<file path="config.mk">
export PLATFORM = sky130hd
export DESIGN_NAME = unique_value_set_table_unit
export DESIGN_NICKNAME = d
export VERILOG_FILES = /design/src/sv/uvst_pkg.sv /design/src/sv/unique_value_set_table_unit.sv /design/src/sv/uvst_cell.sv /design/src/sv/uvst_ctrl.sv
export VERILOG_INCLUDE_DIRS = /design/src /design/src/sv
export SDC_FILE = /design/constraint.sdc
export NUM_CORES = 1
export LEC_CHECK = 0
export ABC_AREA = 1
export BUFFER_PORTS_ARGS = -buffer_cell sky130_fd_sc_hd__buf_2
export CAP_MARGIN = 0
export CELL_PAD_IN_SITES_DETAIL_PLACEMENT = 1
export CELL_PAD_IN_SITES_GLOBAL_PLACEMENT = 2
export CORE_UTILIZATION = 49
export DETAILED_ROUTE_END_ITERATION = 6
export PLACE_DENSITY_LB_ADDON = 0.1
export RECOVER_POWER = 25
export SYNTH_ARGS = -nofsm -noshare
export SYNTH_HDL_FRONTEND = slang
export SYNTH_SLANG_ARGS = --single-unit
</file>
<file path="constraint.sdc">
create_clock -name clk -period 34.2 [get_ports clk]
set_clock_uncertainty 0.2 [all_clocks]
set_input_delay 6.84 -clock clk [delete_from_list [all_inputs] [get_ports clk]]
set_output_delay 6.84 -clock clk [all_outputs]
set_load 0.01 [all_outputs]
</file>
<file path="src/sv/unique_value_set_table_unit_macros.svh">
// ----------------------------------------------------------------------------
// Assertion macros for the unique value set table
// Short wrappers that build clocked, reset-qualified concurrent assertions.
// ----------------------------------------------------------------------------
`ifndef UNIQUE_VALUE_SET_TABLE_UNIT_MACROS_SVH
`define UNIQUE_VALUE_SET_TABLE_UNIT_MACROS_SVH

// Consequent must hold in the same cycle as the antecedent.
`define UVST_ASSERT_NOW(label, clk_s, rstn_s, ante, cons, msg) \
    label: assert property (@(posedge clk_s) disable iff (!rstn_s) (ante) |-> (cons)) \
        else $error(msg);

// Consequent must hold in the cycle after the antecedent.
`define UVST_ASSERT_NEXT(label, clk_s, rstn_s, ante, cons, msg) \
    label: assert property (@(posedge clk_s) disable iff (!rstn_s) (ante) |=> (cons)) \
        else $error(msg);

`endif

</file>
<file path="src/sv/uvst_pkg.sv">
// ----------------------------------------------------------------------------
// Unique value set table package
// Field widths, operation and status codes shared by the table modules.
// ----------------------------------------------------------------------------
package uvst_pkg;

    localparam int UVST_CAPACITY = 16;

    localparam int KEY_W    = 64;
    localparam int OP_W     = 2;
    localparam int STATUS_W = 3;
    localparam int POS_W    = 4;
    localparam int CNT_W    = 5;

    typedef logic [KEY_W-1:0]    key_t;
    typedef logic [OP_W-1:0]     op_t;
    typedef logic [STATUS_W-1:0] status_t;

    // Operation codes. The unused code behaves as a find.
    localparam op_t OP_INSERT = 2'd0;
    localparam op_t OP_REMOVE = 2'd1;
    localparam op_t OP_FIND   = 2'd2;
    localparam op_t OP_UNUSED = 2'd3;

    // Result status codes.
    localparam status_t ST_INSERTED = 3'd0;
    localparam status_t ST_PRESENT  = 3'd1;
    localparam status_t ST_REMOVED  = 3'd2;
    localparam status_t ST_MISSING  = 3'd3;
    localparam status_t ST_FULL     = 3'd4;
    localparam status_t ST_FOUND    = 3'd5;

endpackage

</file>
<file path="src/sv/unique_value_set_table_unit.sv">
// ----------------------------------------------------------------------------
// Unique value set table
// A set of distinct 64-bit values kept in insertion order in a row of cells,
// with insert, remove and find operations.
// ----------------------------------------------------------------------------
//
// Channel  Direction  Handshake            Payload
// in       input      in_valid / in_stall  op, key_value
// out      output     out_valid / out_stall status, position, entry_count
//
// Each item is accepted and then the whole cell row shifts through one full
// rotation past the head comparator, with a single compare at the head cell.
// A new item is taken only once the previous one has finished its rotation.
// The result register is loaded on the last shift; if it still holds an
// untaken result then, the row waits on that last shift until it is taken.
// Reset clears the entry count and all control state; stored entries are
// left as they are, since only the first entry_count of them are ever read.
//
module unique_value_set_table_unit
    import uvst_pkg::*;
#(
    parameter int CAPACITY = UVST_CAPACITY
)
(
    input  logic    clk,
    input  logic    rst_n,
    input  logic    in_valid,
    output logic    in_stall,
    input  op_t     op,
    input  key_t    key_value,
    output logic    out_valid,
    input  logic    out_stall,
    output status_t status,
    output logic [POS_W-1:0] position,
    output logic [CNT_W-1:0] entry_count
);

`include "unique_value_set_table_unit_macros.svh"

    // Cell row. Cell 0 is the head that the sequencer compares against the
    // key; the last cell is loaded from the tail value the sequencer picks.
    key_t cell_q [CAPACITY];
    key_t tail_value;
    logic shift;

    genvar gi;
    generate
        for (gi = 0; gi < CAPACITY; gi++)
        begin : g_cell
            if (gi == CAPACITY - 1)
            begin : g_tail
                uvst_cell u_cell
                (
                    .clk   (clk),
                    .shift (shift),
                    .d     (tail_value),
                    .q     (cell_q[gi])
                );
            end
            else
            begin : g_body
                uvst_cell u_cell
                (
                    .clk   (clk),
                    .shift (shift),
                    .d     (cell_q[gi+1]),
                    .q     (cell_q[gi])
                );
            end
        end
    endgenerate

    // The sequencer walks one rotation per item. During an insert the key
    // enters the row at the first free place; during a remove the entry one
    // place ahead of the head replaces each entry from the match onward.
    uvst_ctrl #(
        .CAPACITY (CAPACITY)
    ) u_ctrl (
        .clk         (clk),
        .rst_n       (rst_n),
        .in_valid    (in_valid),
        .in_stall    (in_stall),
        .op          (op),
        .key_value   (key_value),
        .out_valid   (out_valid),
        .out_stall   (out_stall),
        .status      (status),
        .position    (position),
        .entry_count (entry_count),
        .head_value  (cell_q[0]),
        .next_value  (cell_q[1]),
        .shift       (shift),
        .tail_value  (tail_value)
    );

    // A full table reports the whole capacity as its count.
    `UVST_ASSERT_NOW(a_full_count, clk, rst_n, (out_valid && status == ST_FULL), (entry_count == CNT_W'(CAPACITY)), ("table full reported with wrong count"))

    // Results without an affected entry carry position zero.
    `UVST_ASSERT_NOW(a_none_pos, clk, rst_n, (out_valid && (status == ST_MISSING || status == ST_FULL)), (position == '0), ("nonzero position without an entry"))

    // Once an item is taken the block works on it and takes no other.
    `UVST_ASSERT_NEXT(a_busy_after_accept, clk, rst_n, (in_valid && !in_stall), (in_stall), ("second item taken during a sweep"))

    // The row only moves while an item is in progress.
    `UVST_ASSERT_NOW(a_shift_busy, clk, rst_n, (shift), (in_stall), ("cell row shifted while idle"))

endmodule

</file>
<file path="src/sv/uvst_cell.sv">
// ----------------------------------------------------------------------------
// Unique value set table storage cell
// Holds one table entry and loads its neighbor's entry when the row shifts.
// ----------------------------------------------------------------------------
module uvst_cell
    import uvst_pkg::*;
(
    input  logic clk,
    input  logic shift,
    input  key_t d,
    output key_t q
);

    key_t entry_reg;

    always_ff @(posedge clk)
    begin
        if (shift)
        begin
            entry_reg <= d;
        end
    end

    assign q = entry_reg;

endmodule

</file>
<file path="src/sv/uvst_ctrl.sv">
// ----------------------------------------------------------------------------
// Unique value set table sequencer
// Drives one full rotation of the cell row per item, compares the head
// entry, picks what re-enters at the tail and forms the result.
// ----------------------------------------------------------------------------
module uvst_ctrl
    import uvst_pkg::*;
#(
    parameter int CAPACITY = UVST_CAPACITY
)
(
    input  logic    clk,
    input  logic    rst_n,
    input  logic    in_valid,
    output logic    in_stall,
    input  op_t     op,
    input  key_t    key_value,
    output logic    out_valid,
    input  logic    out_stall,
    output status_t status,
    output logic [POS_W-1:0] position,
    output logic [CNT_W-1:0] entry_count,
    input  key_t    head_value,
    input  key_t    next_value,
    output logic    shift,
    output key_t    tail_value
);

    localparam int IDX_W = $clog2(CAPACITY);
    localparam int CW    = $clog2(CAPACITY + 1);

    logic             busy_reg;
    logic [IDX_W-1:0] step_reg;
    logic [IDX_W-1:0] step_next;
    logic             found_reg;
    logic [IDX_W-1:0] at_reg;
    op_t              op_reg;
    key_t             key_reg;
    logic [CW-1:0]    count_reg;
    logic [CW-1:0]    count_next;
    logic             out_valid_reg;
    status_t          status_reg;
    status_t          status_next;
    logic [POS_W-1:0] position_reg;
    logic [POS_W-1:0] position_next;
    logic [CNT_W-1:0] entry_count_reg;
    logic [CNT_W-1:0] entry_count_next;

    logic             accept;
    logic             last;
    logic             out_free;
    logic             advance;
    logic             in_range;
    logic             hit;
    logic             found_now;
    logic [IDX_W-1:0] at_now;
    logic [IDX_W-1:0] res_pos;
    logic [IDX_W+POS_W-1:0] pos_wide;
    logic [CW+CNT_W-1:0]    cnt_wide;

    assign accept   = in_valid && !busy_reg;
    assign last     = (step_reg == IDX_W'(CAPACITY - 1));
    assign out_free = !out_valid_reg || !out_stall;
    assign advance  = busy_reg && (!last || out_free);

    // The head cell holds entry number step_reg during the sweep.
    assign in_range  = (CW'(step_reg) < count_reg);
    assign hit       = in_range && !found_reg && (head_value == key_reg);
    assign found_now = found_reg || hit;
    assign at_now    = hit ? step_reg : at_reg;
    assign step_next = last ? '0 : step_reg + IDX_W'(1);

    // After a removed entry has passed the head, every tail write takes
    // the entry one place further on, which closes the gap. An insert
    // drops the key in at the first free place.
    always_comb
    begin
        tail_value = head_value;
        if (op_reg == OP_REMOVE && found_now)
        begin
            tail_value = next_value;
        end
        else if (op_reg == OP_INSERT && !found_reg && CW'(step_reg) == count_reg)
        begin
            tail_value = key_reg;
        end
    end

    always_comb
    begin
        status_next = ST_MISSING;
        res_pos     = '0;
        count_next  = count_reg;
        unique case (op_reg)
            OP_INSERT:
            begin
                if (found_now)
                begin
                    status_next = ST_PRESENT;
                    res_pos     = at_now;
                end
                else if (count_reg == CW'(CAPACITY))
                begin
                    status_next = ST_FULL;
                end
                else
                begin
                    status_next = ST_INSERTED;
                    res_pos     = count_reg[IDX_W-1:0];
                    count_next  = count_reg + CW'(1);
                end
            end
            OP_REMOVE:
            begin
                if (found_now)
                begin
                    status_next = ST_REMOVED;
                    res_pos     = at_now;
                    count_next  = count_reg - CW'(1);
                end
            end
            default:
            begin
                if (found_now)
                begin
                    status_next = ST_FOUND;
                    res_pos     = at_now;
                end
            end
        endcase
    end

    assign pos_wide         = (IDX_W + POS_W)'(res_pos);
    assign position_next    = pos_wide[POS_W-1:0];
    assign cnt_wide         = (CW + CNT_W)'(count_next);
    assign entry_count_next = cnt_wide[CNT_W-1:0];

    always_ff @(posedge clk or negedge rst_n)
    begin
        if (!rst_n)
        begin
            busy_reg      <= 1'b0;
            step_reg      <= '0;
            found_reg     <= 1'b0;
            count_reg     <= '0;
            out_valid_reg <= 1'b0;
        end
        else
        begin
            if (accept)
            begin
                busy_reg  <= 1'b1;
                step_reg  <= '0;
                found_reg <= 1'b0;
            end
            else if (advance)
            begin
                step_reg  <= step_next;
                found_reg <= found_now;
                if (last)
                begin
                    busy_reg  <= 1'b0;
                    count_reg <= count_next;
                end
            end

            if (advance && last)
            begin
                out_valid_reg <= 1'b1;
            end
            else if (out_valid_reg && !out_stall)
            begin
                out_valid_reg <= 1'b0;
            end
        end
    end

    always_ff @(posedge clk)
    begin
        if (accept)
        begin
            op_reg  <= op;
            key_reg <= key_value;
        end
        if (advance)
        begin
            at_reg <= at_now;
        end
        if (advance && last)
        begin
            status_reg      <= status_next;
            position_reg    <= position_next;
            entry_count_reg <= entry_count_next;
        end
    end

    assign in_stall    = busy_reg;
    assign shift       = advance;
    assign out_valid   = out_valid_reg;
    assign status      = status_reg;
    assign position    = position_reg;
    assign entry_count = entry_count_reg;

endmodule

</file>
== Word-level counts from Yosys, hierarchy flattened ==
Cells that the tools add are included.

* Flip-flop bits (word level): 1118
* Bits of input ports: 70
* Output and inout port bits: 14
* Logic and storage cells: 86

* Add/sub/neg operators: 3
* $lt $le $gt $ge: 1
* Equal/unequal tests: 5
* Multiplexer cells: 26
* Bitwise logic cells: 1
* Reductions and logical operators: 23

{| class="wikitable"
|+ Operator list
! cell !! number
|-
| two-way mux 64 bit || 2
|-
| equality test 64 bit || 1
|-
| two-way mux 4 bit || 8
|-
| two-way mux 5 bit || 3
|-
| one-hot mux 5 bit (2 select lines) || 1
|-
| logical AND 1 bit || 9
|-
| two-way mux 3 bit || 3
|-
| two-way mux 1 bit || 8
|-
| one-hot mux 3 bit (2 select lines) || 1
|-
| nonzero test 2 bit || 3
|-
| adder 5 x 1 -> 5 bit (second input constant) || 1
|-
| equality test 4 x 5 -> 1 bit || 1
|-
| equality test 5 bit (second input constant) || 1
|-
| logical NOT 1 bit || 5
|-
| < comparator 4 x 5 -> 1 bit || 1
|-
| subtractor 5 x 1 -> 5 bit (second input constant) || 1
|-
| adder 4 x 1 -> 4 bit (second input constant) || 1
|-
| equality test 4 bit (second input constant) || 1
|-
| logical OR 1 bit || 3
|-
| AND reduction 3 bit || 1
|-
| equality test 2 x 1 -> 1 bit (second input constant) || 1
|-
| logical NOT 2 bit || 1
|-
| AND reduction 2 bit || 1
|-
| inverter 1 bit || 1
|}

== Logic depth before layout (Yosys ltp) ==
Gate-level depths: netlist (run 1).

* Word-level depth: 6
* Depth in mapped cells: 18
* Gate-level depth less buffers: 16

== Cells and area by module ==
Synthesis (run 1) repeated with hierarchy kept, for this count alone.

* Cell total of the unflattened synthesis: 1842
* Area total of the unflattened synthesis: 36921.7 sq um

{| class="wikitable"
|+ Modules (own cells, without submodules)
! module !! instances !! cells each !! area each (sq um) !! seq. area each (sq um)
|-
| uvst_cell || 16 || 64 || 1921.8 || 1921.8
|-
| uvst_ctrl || 1 || 818 || 6172.2 || 2762.6
|}

== Worst setup path before layout (run 1) ==
OpenSTA, ideal clock, no wires.

* Kind: input to register
* Start point: input out_stall
* End point: register u_ctrl.entry_count_reg[0], in the netlist u_ctrl.entry_count[0] (enable)
* Setup time: 397 ps
* Data arrival time: 32317 ps
* Required time: 33603 ps
* Path slack: 1286 ps
* Stages on the path: 5
* Path buffers: 0
* Cells stage by stage: nand2_1 o21ai_1 inv_1 nand2_1 inv_2

* Word-level cells in the longest chain between the ends: 5

{| class="wikitable"
|+ Ends and longest elaborated chain
! element !! line !! source
|-
| from (decl) || unique_value_set_table_unit.sv:32 || <nowiki>input logic out_stall,</nowiki>
|-
| logical NOT 1 bit || uvst_ctrl.sv:63 || <nowiki>assign out_free = !out_valid_reg || !out_stall;</nowiki>
|-
| logical OR 1 bit || uvst_ctrl.sv:63 ||
|-
| logical OR 1 bit || uvst_ctrl.sv:64 || <nowiki>assign advance = busy_reg && (!last || out_free);</nowiki>
|-
| logical AND 1 bit || uvst_ctrl.sv:64 ||
|-
| via g_cell[0].g_body.u_cell.shift || uvst_cell.sv:9 || <nowiki>input logic shift,</nowiki>
|-
| logical AND 1 bit || uvst_ctrl.sv:189 || <nowiki>if (advance && last)</nowiki>
|-
| to (signal assigned) || uvst_ctrl.sv:193 || <nowiki>entry_count_reg <= entry_count_next;</nowiki>
|-
| to (decl) || uvst_ctrl.sv:46 || <nowiki>logic [CNT_W-1:0] entry_count_reg;</nowiki>
|}

The timed path passes the listed nets, and every way through them passes these cells.
A chain may end at the register's enable or synchronous reset.

== Worst setup path after layout (run 1) ==
* Start point: input out_stall
* End point: register g_cell[12].g_body.u_cell.entry_reg[15] (enable)

* Word-level cells in the longest chain between the ends: 4

{| class="wikitable"
|+ Ends and longest elaborated chain
! element !! line !! source
|-
| logical NOT 1 bit || uvst_ctrl.sv:63 ||
|-
| logical OR 1 bit || uvst_ctrl.sv:63 ||
|-
| logical OR 1 bit || uvst_ctrl.sv:64 ||
|-
| logical AND 1 bit || uvst_ctrl.sv:64 ||
|-
| via g_cell[0].g_body.u_cell.shift || uvst_cell.sv:9 ||
|-
| to (signal assigned) || uvst_cell.sv:20 || <nowiki>entry_reg <= d;</nowiki>
|-
| to (decl) || uvst_cell.sv:14 || <nowiki>key_t entry_reg;</nowiki>
|}

The timed path passes the listed nets, and every way through them passes these cells.

==> flow_summary.yaml, run 1 <==
worst_setup_path:
  cp_common_cell: "buf_12"
  ff2ff_setup_slack_ns: 28.92
  crit_family: "buffers and inverters"
  r2r_start: "u_ctrl.step_reg[1]"
  ff2ff_path_depth: 9
  critPathSlowestCell: "buf_4"
  reg2reg_to: "g_cell[12].g_body.u_cell.q[15]"
  startpoint_type: "primary input"
  worst_setup_path_end_kind: "flip-flop"
  crit_arrival_ns: 10.89
  crit_path_max_fanout: 201
  startpoint: "out_stall"
  crit_chain: "buf_2 -> nand2_1 -> o21ai_1 -> inv_8 -> buf_4 -> buf_12 -> buf_12"
  cp_data_required_time_ns: 34.26
  path_buf_inv: 5
  path_class: "in -> reg"
  worst_path_largest_cell_delay_ns: 0.87
floorplan:
  placement_rows: 100
  dieArea_sq_um: 77500
  start_util: 0.499
  io_pins: 84
  die_y_um: 278
  core_area_sq_um: 74900
  fp.dieW_um: 278
synthesis:
  synth_nets: 1918
  synth_area_leaders: "edfxtp_1, nand2_1, a21oi_2"
  yosysTopAreaCell: "edfxtp_1"
  synth_seq_area_share: 0.896
  synth_area_per_cell_sq_um: 20.3
  syn-cell-area_sq_um: 37400
  synth_top_area_frac: 0.888
  yosysWarnings: 0
  ys_ff_latch: 1118
  yosysMostFrequentCell: "edfxtp_1"
  ys_async_sr_fraction: 0.0107
  synth-edff-count: 1106
  ys_top_cells_by_count: "edfxtp_1, nand2_1, inv_1, a21oi_2, o21ai_0"
  yosys.cell_types.count: 35
  synthFlopType: "edfxtp_1"
  syn_inst: 1840
cells_and_area:
  postLayoutCellArea_sq_um: 42600
  largest_reg_flops: 960
  fin_nets: 2093
  area_growth_pct: 13.9
  diodes: 0
  multi_input_area_sq_um: 3220
  drive_gt1_frac: 0.180
  layout.area.seq_sq_um: 33500
  fillers: 6378
sta:
  drv_slew: 0
  rsz0062_at_grt: "no"
  period_share: 0.317
  worst_pin_slew_ns: 1.11
  slew_headroom: 0.257
  setup_viol_count_final: 0
  fin_setup_tns_ns: 0
  max_freq_ghz: 0.0923
  post-route-min-period_ns: 10.83
  hold_viol_final: 0
pwr:
  p_leak_nw: 15.2
  p_per_area_nw_per_um2: 105
  p_total_mw: 4.49
  peakVddDrop_v: 0.0000668
global_route:
  grt_overflow_total: 0
  grt_pass1_wl_um: 93000
  gr-usage-met2: 0.238
  grt_max_degree: 202
  track_usage: 0.157
  busiest_layer: "met2"
  met1_usage: 0.230
  antenna_found_initial: 0
  use_met3: 0.0272
  grt_pass1_vias: 16100
route:
  wl_per_cell_um: 19.2
  ant_nets: 0
  drtIter0Drc: 1075
  viasPerCell: 4.98
  wl_um: 58900
  drc: 0
  vias: 15300
  dr.pass1.iters: 4
worst_hold_path:
  min_path_cells: 0
  hold_path_end: "g_cell[3].g_body.u_cell.q[36]"
  hold_path.class: "reg -> reg"
  hp-start: "g_cell[4].g_body.u_cell.q[36]"
status:
  status: "completed"
clock_tree:
  insertion_delay_ns: 0.65
  numCtsBuffers: 112
  clk_path_buf_depth: 3
  cts_hold_buf: 0
  cts_setup_buffers: 0
  cts_root_buf: "clkbuf_16"
  path_clk_slew_ns: 0.06
  cts-resized-gates: 0
  htree_levels: 3
  cts_tree: "built"
  clock_sinks: 1118
placement:
  place_congestion: 0.729
  portBuffers: 83
  dp_hpwl_um: 31400
  postPlaceCellArea_sq_um: 38900
flow_run:
  drv_cap: 0
==> layout by cell type (no fill, tap or decap), types with 25 or more instances in the layout <==
master     synthesis  routed
o21ai_0           50      50
edfxtp_1        1106    1106
nand2_1          238     238
nor2_2            37      37
a21oi_2           54      54
clkbuf_16          0     114
inv_1            108     106
clkbuf_1           5      25
buf_2              8      83
nor2_1            46      46
nand3_1           39      39
==> metrics by stage <==
step / setup slack [ns] / hold slack [ns] / cells / util
finish: 23.37 / 0.212 / 3077 / 0.569
global route: 23.09 / 0.219 / 3077 / 0.569
global placement: 22.92 / 0.201 / 2870 / 0.519
CTS: 23.44 / 0.207 / 3077 / 0.569
floorplan: 1.29 / 0.200 / 1840 / -
detailed placement: 22.68 / 0.205 / 2870 / 0.519
==> worst max path at each step <==
stage | end | slack, ns | cells after the start
floorplan | u_ctrl.entry_count[0] | 1.29 | 5
global placement | g_cell[13].g_body.u_cell.q[15] | 22.92 | 7
detailed placement | g_cell[14].g_body.u_cell.q[17] | 22.68 | 7
CTS | g_cell[12].g_body.u_cell.q[15] | 23.44 | 7
global route | g_cell[14].g_body.u_cell.q[17] | 23.09 | 7
finish | g_cell[12].g_body.u_cell.q[15] | 23.37 | 7
==> logic make-up (layout without fill, tap and decap cells) <==
group,count (synthesis),count (layout),share of synthesized area
multiplexers,19,19,0.00508
flip-flops,1118,1118,0.896
AO/OA/AOI/OAI,127,127,0.0226
buffers and inverters,145,413,0.0188
XOR/XNOR,24,24,0.00562
AND/OR/NAND/NOR,399,399,0.0495
adder cells (fa/ha/maj),8,8,0.00268
==> report_power, final <==
group | total (mW) | switching, mW | internal (mW)
clock | 1.23 | 0.497 | 0.732
sequential | 2.78 | 0.248 | 2.53
combinational | 0.478 | 0.374 | 0.104
==> final cells by class <==
cell class	count	area share
clock inverters	67	0.0177
flip-flops and latches	1118	0.786
clock buffers	140	0.0695
multi-input cells	577	0.0756
inverters	111	0.00998
well taps	969	0.0284
repair buffers	95	0.0124
==> metal layers <==
metal | vias up | routed length (um)
met1 | 7809 | 28300
met5 | - | 0
li1 | 7181 | -
met4 | 0 | 1640
met2 | 213 | 27100
met3 | 112 | 1910
Power figures use the tool's default switching activity.
==> inputs of run 2 (changes only) <==
- clock period: 34.2 -> 10.1 ns (I/O delays scaled with it)
==> run 2 against run 1 <==
Effect of this change:
- utilization is essentially flat
- worst hold slack lost 0.0063 ns
- register-to-register slack lost 23 ns
- routed wire length shrank 2.3%
- die area is the same
- clock-buffer cell count shrank 12
- first-iteration DRC count grew 18%
- cell count is essentially flat
- cell area is essentially flat
- power grew to 3.4 times the previous value
- critical path type is now reg -> reg
==> flow_summary.yaml, run 2 (same netlist as run 1, synthesis figures left out) <==
route:
  ant_nets: 0
  wl_per_cell_um: 18.7
  viasPerCell: 4.95
  wl_um: 57600
  dr.pass1.iters: 5
  drtIter0Drc: 1273
  vias: 15200
  drc: 0
cells_and_area:
  fillers: 6367
  drive_gt1_frac: 0.184
  final_common_cell: "edfxtp_1"
  fin_nets: 2091
  largest_reg_flops: 960
  area_growth_pct: 13.9
  layout.area.seq_sq_um: 33500
  final_cells: 3079
  postLayoutCellArea_sq_um: 42600
  multi_input_area_sq_um: 3250
  diodes: 0
  final_cell_mix: "edfxtp_1, nand2_1, clkbuf_16"
  utilization: 0.569
floorplan:
  placement_rows: 100
  fp.dieW_um: 278
  die_y_um: 278
  io_pins: 84
  start_util: 0.499
  dieArea_sq_um: 77500
  core_area_sq_um: 74900
status:
  status: "completed"
placement:
  dp_hpwl_um: 31100
  portBuffers: 83
  dp_cells: 2870
  place_ws_ns: 4.90
  place_congestion: 0.718
  postPlaceCellArea_sq_um: 39000
worst_setup_path:
  cp_data_required_time_ns: 10.28
  path_buf_inv: 4
  worst_setup_path_end_kind: "flip-flop"
  crit_chain: "inv_1 -> ha_1 -> nand2_1 -> inv_1 -> nand3b_1 -> nand2_1 -> inv_1 -> nand3_1 -> nor2_1 -> nand3_2 -> nand2_4 -> nand2_8 -> buf_4 -> nor2_1 -> a21oi_2"
  path_class: "reg -> reg"
  startpoint_type: "flip-flop"
  cp_common_cell: "inv_1"
  critPathSlowestCell: "buf_4"
  worst_path_largest_cell_delay_ns: 0.56
  crit_path_max_fanout: 48
  crit_family: "simple AND/OR/NAND/NOR gates"
  crit_arrival_ns: 4.84
clock_tree:
  clk_path_buf_depth: 3
  insertion_delay_ns: 0.66
  cts_setup_buffers: 0
  htree_levels: 3
  cts_root_buf: "clkbuf_16"
  numCtsBuffers: 110
  clock_sinks: 1118
  cts_tree: "built"
  cts-resized-gates: 0
  cts_hold_buf: 0
  path_clk_slew_ns: 0.07
global_route:
  grt_overflow_total: 0
  track_usage: 0.154
  grt_max_degree: 220
  antenna_found_initial: 1
  grt_pass1_vias: 15900
  grt_pass1_wl_um: 91600
sta:
  max_freq_ghz: 0.214
  slew_headroom: 0.156
  fin_setup_tns_ns: 0
  whs_ns: 0.205
  hold_viol_final: 0
  setup_viol_count_final: 0
  post-route-min-period_ns: 4.66
  worst_pin_slew_ns: 1.27
  rsz0062_at_grt: "no"
  drv_slew: 0
  period_share: 0.462
  timing.final.ws_setup_ns: 5.44
pwr:
  pwr-share-comb: 0.107
  p_per_area_nw_per_um2: 355
  switching_power_mw: 3.76
  p_total_mw: 15.1
  p_sw_frac: 0.249
  p_int_mw: 11.4
  clock_power_share: 0.271
  p_leak_nw: 15.3
  seq_power_share: 0.622
  peakVddDrop_v: 0.000282
worst_hold_path:
  hold_path.class: "reg -> reg"
flow_run:
  drv_cap: 0
[run 2: power groups by stage]
stage / clock, mW / sequential [mW] / combinational (mW)
after floorplan: 0 / 9.74 / 1.02
after CTS: 4.23 / 9.49 / 1.66
after detailed placement: 0 / 9.48 / 1.67
final: 4.10 / 9.42 / 1.61
after global routing: 4.38 / 9.71 / 1.82
after global placement: 0 / 9.37 / 1.59
[run 2: layout make-up]
class,count,area share
flip-flops and latches,1118,0.786
multi-input cells,577,0.0762
clock buffers,128,0.0676
well taps,969,0.0284
clock inverters,81,0.0186
repair buffers,95,0.0130
inverters,111,0.00995
[run 2: path summary, 6_finish.rpt]
kind | startpoint | end | slack (ns) | depth (start not counted)
worst max register to register | u_ctrl.count_reg[2] | g_cell[15].g_tail.u_cell.q[6] | 5.44 | 15
worst max-delay path | u_ctrl.count_reg[2] | g_cell[15].g_tail.u_cell.q[6] | 5.44 | 15
min in group asynchronous | rst_n | u_ctrl.in_stall | 1.06 | 1
max in group asynchronous | rst_n | u_ctrl.count_reg[2] | 8.40 | 1
worst min register to register | g_cell[12].g_body.u_cell.q[13] | g_cell[11].g_body.u_cell.q[13] | 0.21 | 0
worst min-delay path | g_cell[12].g_body.u_cell.q[13] | g_cell[11].g_body.u_cell.q[13] | 0.21 | 0
[run 2: routing by layer]
metal  track usage  part of all wire
met1         0.234              0.49
met2         0.225              0.45
met3        0.0290             0.037
met4        0.0540             0.028
met5             0           0.00017
